### config.mk
export PLATFORM = sky130hd
export DESIGN_NAME = dsf_blend
export DESIGN_NICKNAME = d
export VERILOG_FILES = /design/src/sv/dsf_pkg.sv /design/src/sv/dsf_blend.sv
export SDC_FILE = /design/constraint.sdc
export NUM_CORES = 1
export LEC_CHECK = 0
export ABC_CLOCK_PERIOD_IN_PS = 6900
export BUFFER_PORTS_ARGS = -buffer_cell sky130_fd_sc_hd__buf_2
export CAP_MARGIN = 20
export CORE_UTILIZATION = 42
export CTS_CLUSTER_SIZE = 28
export DETAILED_ROUTE_END_ITERATION = 10
export SLEW_MARGIN = 0
export SYNTH_ARGS = -nofsm -noshare
export SYNTH_HDL_FRONTEND = slang
export SYNTH_SLANG_ARGS = --single-unit
### constraint.sdc
create_clock -name clk -period 6.9 [get_ports clk]
set_input_delay 0.69 -clock clk [delete_from_list [all_inputs] [get_ports clk]]
set_output_delay 0.69 -clock clk [all_outputs]
set_load 0.03 [all_outputs]
### src/sv/dsf_pkg.sv
`default_nettype none

package dsf_pkg;

  localparam int MAX_WIDTH   = 128;
  localparam int MAX_HEIGHT  = 128;
  localparam int STORE_DEPTH = MAX_WIDTH * MAX_HEIGHT;
  localparam int ADDR_W      = $clog2(STORE_DEPTH);
  localparam int XC_W        = $clog2(MAX_WIDTH);
  localparam int YC_W        = $clog2(MAX_HEIGHT);
  localparam int XB_W        = $clog2(MAX_WIDTH + 1);
  localparam int YB_W        = $clog2(MAX_HEIGHT + 1);
  localparam int PIX_W       = 32;

  localparam logic [7:0] CH_MAX             = 8'd255;
  localparam logic [7:0] DIM_RESET          = 8'd128;
  localparam logic [7:0] SHADOW_ALPHA_RESET = 8'd255;
  localparam logic [7:0] OFFSET_MIN_CODE    = 8'h80;
  localparam logic [6:0] OFFSET_MAG_MAX     = 7'd127;

  typedef enum logic [1:0] {
    REQ_WRITE = 2'd0,
    REQ_RUN   = 2'd1,
    REQ_READ  = 2'd2
  } req_t;

  typedef enum logic [2:0] {
    CFG_OFFSET_X     = 3'd0,
    CFG_OFFSET_Y     = 3'd1,
    CFG_IMAGE_WIDTH  = 3'd2,
    CFG_IMAGE_HEIGHT = 3'd3,
    CFG_SHADOW_RED   = 3'd4,
    CFG_SHADOW_GREEN = 3'd5,
    CFG_SHADOW_BLUE  = 3'd6,
    CFG_SHADOW_ALPHA = 3'd7
  } cfg_reg_t;

  typedef struct packed {
    logic [7:0] alpha;
    logic [7:0] blue;
    logic [7:0] green;
    logic [7:0] red;
  } pixel_t;

  typedef logic [ADDR_W-1:0] addr_t;

  typedef struct packed {
    logic  valid;
    logic  region;
    addr_t addr;
  } sweep_tag_t;

  typedef struct packed {
    logic   we;
    addr_t  addr;
    pixel_t data;
  } wr_port_t;

  function automatic addr_t pix_addr(logic [XC_W-1:0] x, logic [YC_W-1:0] y);
    return ADDR_W'(y) * ADDR_W'(MAX_WIDTH) + ADDR_W'(x);
  endfunction

  function automatic logic [7:0] div255(logic [15:0] v);
    logic [16:0] t;
    t = 17'(v) + 17'(v[15:8]) + 17'd1;
    return t[15:8];
  endfunction

  function automatic logic [15:0] clamp_dim(logic [7:0] v, logic [15:0] max_v);
    if (v == 8'd0) return 16'd1;
    if (16'(v) > max_v) return max_v;
    return 16'(v);
  endfunction

endpackage

`default_nettype wire

### src/sv/dsf_blend.sv
`default_nettype none

module dsf_blend (
  input  logic                 clk,
  input  logic                 rst_n,
  input  dsf_pkg::sweep_tag_t  tag_in,
  input  dsf_pkg::pixel_t      self_px,
  input  dsf_pkg::pixel_t      nb_px,
  input  dsf_pkg::pixel_t      shadow,
  output dsf_pkg::wr_port_t    wr,
  output logic                 active
);

  dsf_pkg::sweep_tag_t tag0_r;

  logic                s1_valid_r, s1_valid_nxt;
  logic                s1_region_r, s1_region_nxt;
  dsf_pkg::addr_t      s1_addr_r, s1_addr_nxt;
  dsf_pkg::pixel_t     s1_self_r, s1_self_nxt;
  logic [15:0]         s1_sum_red_r, s1_sum_red_nxt;
  logic [15:0]         s1_sum_green_r, s1_sum_green_nxt;
  logic [15:0]         s1_sum_blue_r, s1_sum_blue_nxt;
  logic [15:0]         s1_sa_prod_r, s1_sa_prod_nxt;
  logic [7:0]          s1_alpha_r, s1_alpha_nxt;

  logic                s2_valid_r, s2_valid_nxt;
  logic                s2_region_r, s2_region_nxt;
  dsf_pkg::addr_t      s2_addr_r, s2_addr_nxt;
  dsf_pkg::pixel_t     s2_self_r, s2_self_nxt;
  logic [7:0]          s2_red_r, s2_red_nxt;
  logic [7:0]          s2_green_r, s2_green_nxt;
  logic [7:0]          s2_blue_r, s2_blue_nxt;
  logic [7:0]          s2_sa_r, s2_sa_nxt;
  logic [15:0]         s2_al_prod_r, s2_al_prod_nxt;

  logic [7:0]          inv_alpha;
  logic [7:0]          out_alpha;
  dsf_pkg::pixel_t     blended;

  always_comb begin
    inv_alpha        = dsf_pkg::CH_MAX - self_px.alpha;
    s1_valid_nxt     = tag0_r.valid;
    s1_region_nxt    = tag0_r.region;
    s1_addr_nxt      = tag0_r.addr;
    s1_self_nxt      = self_px;
    s1_alpha_nxt     = self_px.alpha;
    s1_sum_red_nxt   = 16'(shadow.red) * 16'(inv_alpha) + 16'(self_px.red) * 16'(self_px.alpha);
    s1_sum_green_nxt = 16'(shadow.green) * 16'(inv_alpha)
                     + 16'(self_px.green) * 16'(self_px.alpha);
    s1_sum_blue_nxt  = 16'(shadow.blue) * 16'(inv_alpha)
                     + 16'(self_px.blue) * 16'(self_px.alpha);
    s1_sa_prod_nxt   = 16'(shadow.alpha) * 16'(nb_px.alpha);

    s2_valid_nxt     = s1_valid_r;
    s2_region_nxt    = s1_region_r;
    s2_addr_nxt      = s1_addr_r;
    s2_self_nxt      = s1_self_r;
    s2_red_nxt       = dsf_pkg::div255(s1_sum_red_r);
    s2_green_nxt     = dsf_pkg::div255(s1_sum_green_r);
    s2_blue_nxt      = dsf_pkg::div255(s1_sum_blue_r);
    s2_sa_nxt        = dsf_pkg::div255(s1_sa_prod_r);
    s2_al_prod_nxt   = 16'(s1_alpha_r) * 16'(dsf_pkg::CH_MAX - s2_sa_nxt);
  end

  always_ff @(posedge clk) begin
    tag0_r.region  <= tag_in.region;
    tag0_r.addr    <= tag_in.addr;
    s1_region_r    <= s1_region_nxt;
    s1_addr_r      <= s1_addr_nxt;
    s1_self_r      <= s1_self_nxt;
    s1_sum_red_r   <= s1_sum_red_nxt;
    s1_sum_green_r <= s1_sum_green_nxt;
    s1_sum_blue_r  <= s1_sum_blue_nxt;
    s1_sa_prod_r   <= s1_sa_prod_nxt;
    s1_alpha_r     <= s1_alpha_nxt;
    s2_region_r    <= s2_region_nxt;
    s2_addr_r      <= s2_addr_nxt;
    s2_self_r      <= s2_self_nxt;
    s2_red_r       <= s2_red_nxt;
    s2_green_r     <= s2_green_nxt;
    s2_blue_r      <= s2_blue_nxt;
    s2_sa_r        <= s2_sa_nxt;
    s2_al_prod_r   <= s2_al_prod_nxt;
    if (!rst_n) begin
      tag0_r.valid <= 1'b0;
      s1_valid_r   <= 1'b0;
      s2_valid_r   <= 1'b0;
    end else begin
      tag0_r.valid <= tag_in.valid;
      s1_valid_r   <= s1_valid_nxt;
      s2_valid_r   <= s2_valid_nxt;
    end
  end

  always_comb begin
    out_alpha     = s2_sa_r + dsf_pkg::div255(s2_al_prod_r);
    blended.alpha = out_alpha;
    blended.blue  = s2_blue_r;
    blended.green = s2_green_r;
    blended.red   = s2_red_r;
    wr.we         = s2_valid_r;
    wr.addr       = s2_addr_r;
    wr.data       = s2_region_r ? blended : s2_self_r;
  end

  assign active = tag0_r.valid | s1_valid_r | s2_valid_r;

endmodule

`default_nettype wire

Word level (Yosys, flattened, before mapping)
Cells that the tools add are included. W data, S select, Z words.

Multiply operators: 8. $add $sub $neg: 16. Bitwise gates (word level): 2. Multiplexer cells: 1.

Operator list (count): $mul A8 B8 Y16 (7); $add A16 B1 Y16 const B (5); $add A16 B8 Y16 (5); $add A16 B16 Y16 (3); $mux W32 (1); $mul A9 B9 Y16 (1); $sub A8 B8 Y9 const A (1); $add A8 B8 Y8 (1); $sub A8 B8 Y8 const A (1); $or A1 B1 Y1 (2).

Word-level logic and storage cells: 53. Output and inout port bits: 48. Register bits: 224. Input port bits: 114.

Longest topological paths before layout
Word-level depth: 4. Mapped depth: 24. Gate-level depth less buffers: 24.

Worst setup path before layout
OpenSTA, ideal clock, no wires.

Path type: input to register. From: in self_px[29] (netlist bit). To: reg s1_sum_red_r[15]. Library setup time: 0.078 ns. Stages on the path: 20. Arrival: 5.730 ns. Setup slack: 1.092 ns. Data required time: 6.822 ns. Path buffers: 2. Path through: clkbuf_1 > clkbuf_1 > nand2_1 > fa_1 > inv_1 > fa_1 > inv_1 > fa_1 > inv_1 > fa_1 > fa_1 > inv_1 > fa_1 > inv_1 > ha_1 > or4_1 > o21ai_0 > a31oi_1 > and4_1 > nor3_1.

Longest elaborated chain between the ends: 3. Elaborated cells on any way between the ends: 4. Classes of those cells: add/sub: 2; mul: 2.

RTL lines: start: declaration (RTL line dsf_blend.sv:7) `input dsf_pkg::pixel_t self_px,`; $sub A8 B8 Y8 (RTL line dsf_blend.sv:41) `inv_alpha = dsf_pkg::CH_MAX - self_px.alpha;`; $mul A8 B8 Y16 (RTL line dsf_blend.sv:47) `s1_sum_red_nxt = 16'(shadow.red) * 16'(inv_alpha) + 16'(self_px.red) * 16'(self_px.alpha);`; $add A16 B16 Y16 * (RTL line dsf_blend.sv:47); via s1_sum_red_nxt[15] (RTL line dsf_blend.sv:20) `logic [15:0] s1_sum_red_r, s1_sum_red_nxt;`; end signal: assignment (RTL line dsf_blend.sv:71) `s1_sum_red_r <= s1_sum_red_nxt;`; end: declaration (RTL line dsf_blend.sv:20).

The timed path passes the listed nets; every way through them passes the cells marked *. A chain may end at the register's enable or synchronous reset.

Worst setup path after layout
From: reg s1_sa_prod_r[12]. To: reg s2_al_prod_r[14].

Longest elaborated chain between the ends: 4.

RTL lines: start: declaration (RTL line dsf_blend.sv:23) `logic [15:0] s1_sa_prod_r, s1_sa_prod_nxt;`; start signal: assignment (RTL line dsf_blend.sv:74) `s1_sa_prod_r <= s1_sa_prod_nxt;`; $add A16 B8 Y16 (RTL line dsf_pkg.sv:65) `t = 17'(v) + 17'(v[15:8]) + 17'd1;`; $add A16 B1 Y16 (RTL line dsf_pkg.sv:65); $sub A8 B8 Y9 (RTL line dsf_blend.sv:62) `s2_al_prod_nxt = 16'(s1_alpha_r) * 16'(dsf_pkg::CH_MAX - s2_sa_nxt);`; $mul A9 B9 Y16 (RTL line dsf_blend.sv:62); via s2_al_prod_nxt[14] (RTL line dsf_blend.sv:34) `logic [15:0] s2_al_prod_r, s2_al_prod_nxt;`; end signal: assignment (RTL line dsf_blend.sv:83) `s2_al_prod_r <= s2_al_prod_nxt;`; end: declaration (RTL line dsf_blend.sv:34).

The timed path passes the listed nets, and every way through them passes these cells.

==> impl_metrics.ini <==
[status]
status = finished clean

[drt]
dr_total_vias = 15800
drt_first_pass_iters = 6
drt_iter0_drc = 596
finalWirelength_um = 50600
ant_nets = 0
drc = 0
viasPerCell = 4.80
wl_per_cell_um = 15.4

[die]
start_util_pct = 42.8
placementRows = 86
boundaryPins = 162
dieArea_mm2 = 0.0575
die_w_um = 240
fp.dieH_um = 240
core_mm2 = 0.0555

[critical_path]
crit_slowest_cell = xor2_1
worstPathCellList = ha_1 -> a21oi_1 -> o21ai_0 -> o21ai_0 -> xor2_1 -> nand2_1 -> fa_1 -> inv_1 -> fa_1 -> inv_1 -> fa_1 -> fa_1 -> inv_1 -> ha_1 -> inv_1 -> o21bai_1 -> a21oi_1 -> o21ai_0 -> a31oi_1 -> o21bai_1 -> xor2_1
arrival_ps = 6250
crit_type = reg -> reg
required_ps = 7370
cp-end-kind = register
r2r_slack_ps = 1120
start_kind = register
cp_max_fo = 9
cpPeakStageDelay_ps = 680

[placement]
place_ws_ps = 621
placed_cell_area_mm2 = 0.0253
routabilityCongestion = 0.806
hpwlAfterDp_um = 40100
io_buffers = 137

[yosys]
post-synth-top-area-cell = fa_1
ys_async_sr_fraction_pct = 0
yosysWarnings = 0
syn_avg_cell_area_um2 = 9.94
synth-edff-count = 0
synth-seq-cells = 224
ys_seq_area_share_pct = 18.9
yosys-top-cells-area = fa_1 31%, dfxtp_1 19%, ha_1 16%
synth.most_common_cell = inv_1
synth.top_cell.area_share_pct = 30.5
syn_area_mm2 = 0.0238
syn_inst = 2389
synth_ff_type = dfxtp_1
synth_cell_types = 57
synth_common_cells = 491 x inv_1, 362 x fa_1, 302 x ha_1, 229 x and2_1, 224 x dfxtp_1

[clocking]
clk_pin_slew_ps = 60
cts_num_sinks = 224
cts_tree = yes
postCtsResizedCells = 0
holdBufCountCts = 0
ctsHtreeMaxLevel = 1
clock_path_buffers = 3
clockRootBuffer = clkbuf_16
insertion_delay_ps = 550
cts_setup_buffers = 0
cts-buffers-inserted = 25

[finish]
drive_above_1_share_pct = 9.89
area_growth_pct = 10.2
nFillCells = 5265
diodes = 0
design_area_mm2 = 0.0262
final_nets = 3299

[sta]
slew_headroom_pct = 33.6
grt_setup_unrepaired = no
tightest_slew_ps = 996
slew_violations = 0
finalHoldViolCount = 0
final.setup.tns_ps = 0
setup_viol = 0
finalCritPeriodShare_pct = 83.8
setup_ws_ps = 1120
period_needed_ps = 5780
fin_worst_skew_ps = 15.8
fmax_mhz = 173

[global_route]
first_global_vias = 17400
grt_pass1_wl_um = 85800
antenna_found_initial = 4
grt.overflow.total = 0
grt_max_degree = 44
grt_usage_pct = 18.6

[hold_path]
hold_class = in -> reg

[job]
drv_cap = 0
## worst max-delay path, delay by kind of cell, from the launching register on
family | cells | cell delay, ps
compound gates | 8 | 1410
xor+xnor | 2 | 830
fa+ha+maj | 6 | 2620
buf+inv | 4 | 220
flops | 1 | 440
simple gates | 1 | 180
## worst paths after layout
check	cells past startpoint	startpoint	endpoint
worst max register to register	21	s1_sa_prod_r[12]	s2_al_prod_r[14]
worst min-delay path	1	tag_in[6]	s1_addr_nxt[6]
worst max-delay path	21	s1_sa_prod_r[12]	s2_al_prod_r[14]
worst min register to register	0	s1_self_r[5]	s2_self_r[5]
## flip-flops by register name, indices dropped and copies added (netlist names), 14 cells and up
signal and count:
s1_sum_blue_r 16, s1_sum_green_r 16, s1_addr_r 14, s2_addr_r 14, s1_addr_nxt 14, s2_al_prod_r 16
s1_sa_prod_r 16, s1_self_r 24, s2_self_r 32, s1_sum_red_r 16
## metal layers
layer / part of all wire (%) / global-route usage (%)
met1: 47 / 25.2
met3: 3.7 / 1.62
met5: 0 / 0
met2: 48 / 32.4
met4: 1.4 / 3.61
## cell families (layout without fill, tap and decap cells)
group / after synthesis / after routing / share of synthesized area (%)
adders and majority gates: 664 / 664 / 46.4
buffers and inverters: 538 / 685 / 8.52
other: 1 / 3 / 0.0158
DFF: 224 / 224 / 18.9
and+or+nand+nor: 657 / 657 / 15.6
muxes: 34 / 34 / 1.61
AOI/OAI and AO/OA: 162 / 162 / 4.75
xor gates and xnor gates: 109 / 109 / 4.24
## layout make-up
class | instances | area [um2] | area share [%]
Clock inverter | 15 | 168 | 0.641
Inverter | 491 | 1840 | 7.04
Multi-Input combinational cell | 1629 | 17300 | 65.9
Timing Repair Buffer | 150 | 808 | 3.09
Tap cell | 748 | 936 | 3.58
Sequential cell | 224 | 4490 | 17.1
Clock buffer | 29 | 671 | 2.56
## layout by cell type (no fill, tap or decap), types with 5 or more instances in the layout
master	synthesis	final
clkbuf_16	0	25
a21oi_1	42	42
nor3_1	14	14
o21ai_0	23	23
nor2_1	39	39
and3_1	11	11
ha_1	302	302
dfxtp_1	224	223
nand2b_1	106	106
nand4_1	6	6
inv_1	491	491
mux2_2	34	34
xnor2_1	72	72
xor2_1	30	30
fa_1	362	362
nand3_1	19	19
and2_1	229	229
buf_2	0	137
o21bai_1	7	7
o31a_1	5	5
a21o_1	22	22
o211ai_1	5	5
nand2_1	122	122
nor2b_1	93	93
buf_4	1	11
xnor2_2	7	7
o21a_1	24	24
## stage by stage
step | cells | utilization [%] | hold slack (ps)
after global routing | 3286 | 47.1 | 229
after floorplan | 2391 | - | 310
after global placement | 3242 | 45.6 | 310
after detailed placement | 3242 | 45.6 | 312
final | 3286 | 47.1 | 249
after CTS | 3286 | 47.1 | 216
Power is not shown: default switching activity piles up to over one toggle a cycle in this logic, so the estimate is an artifact.
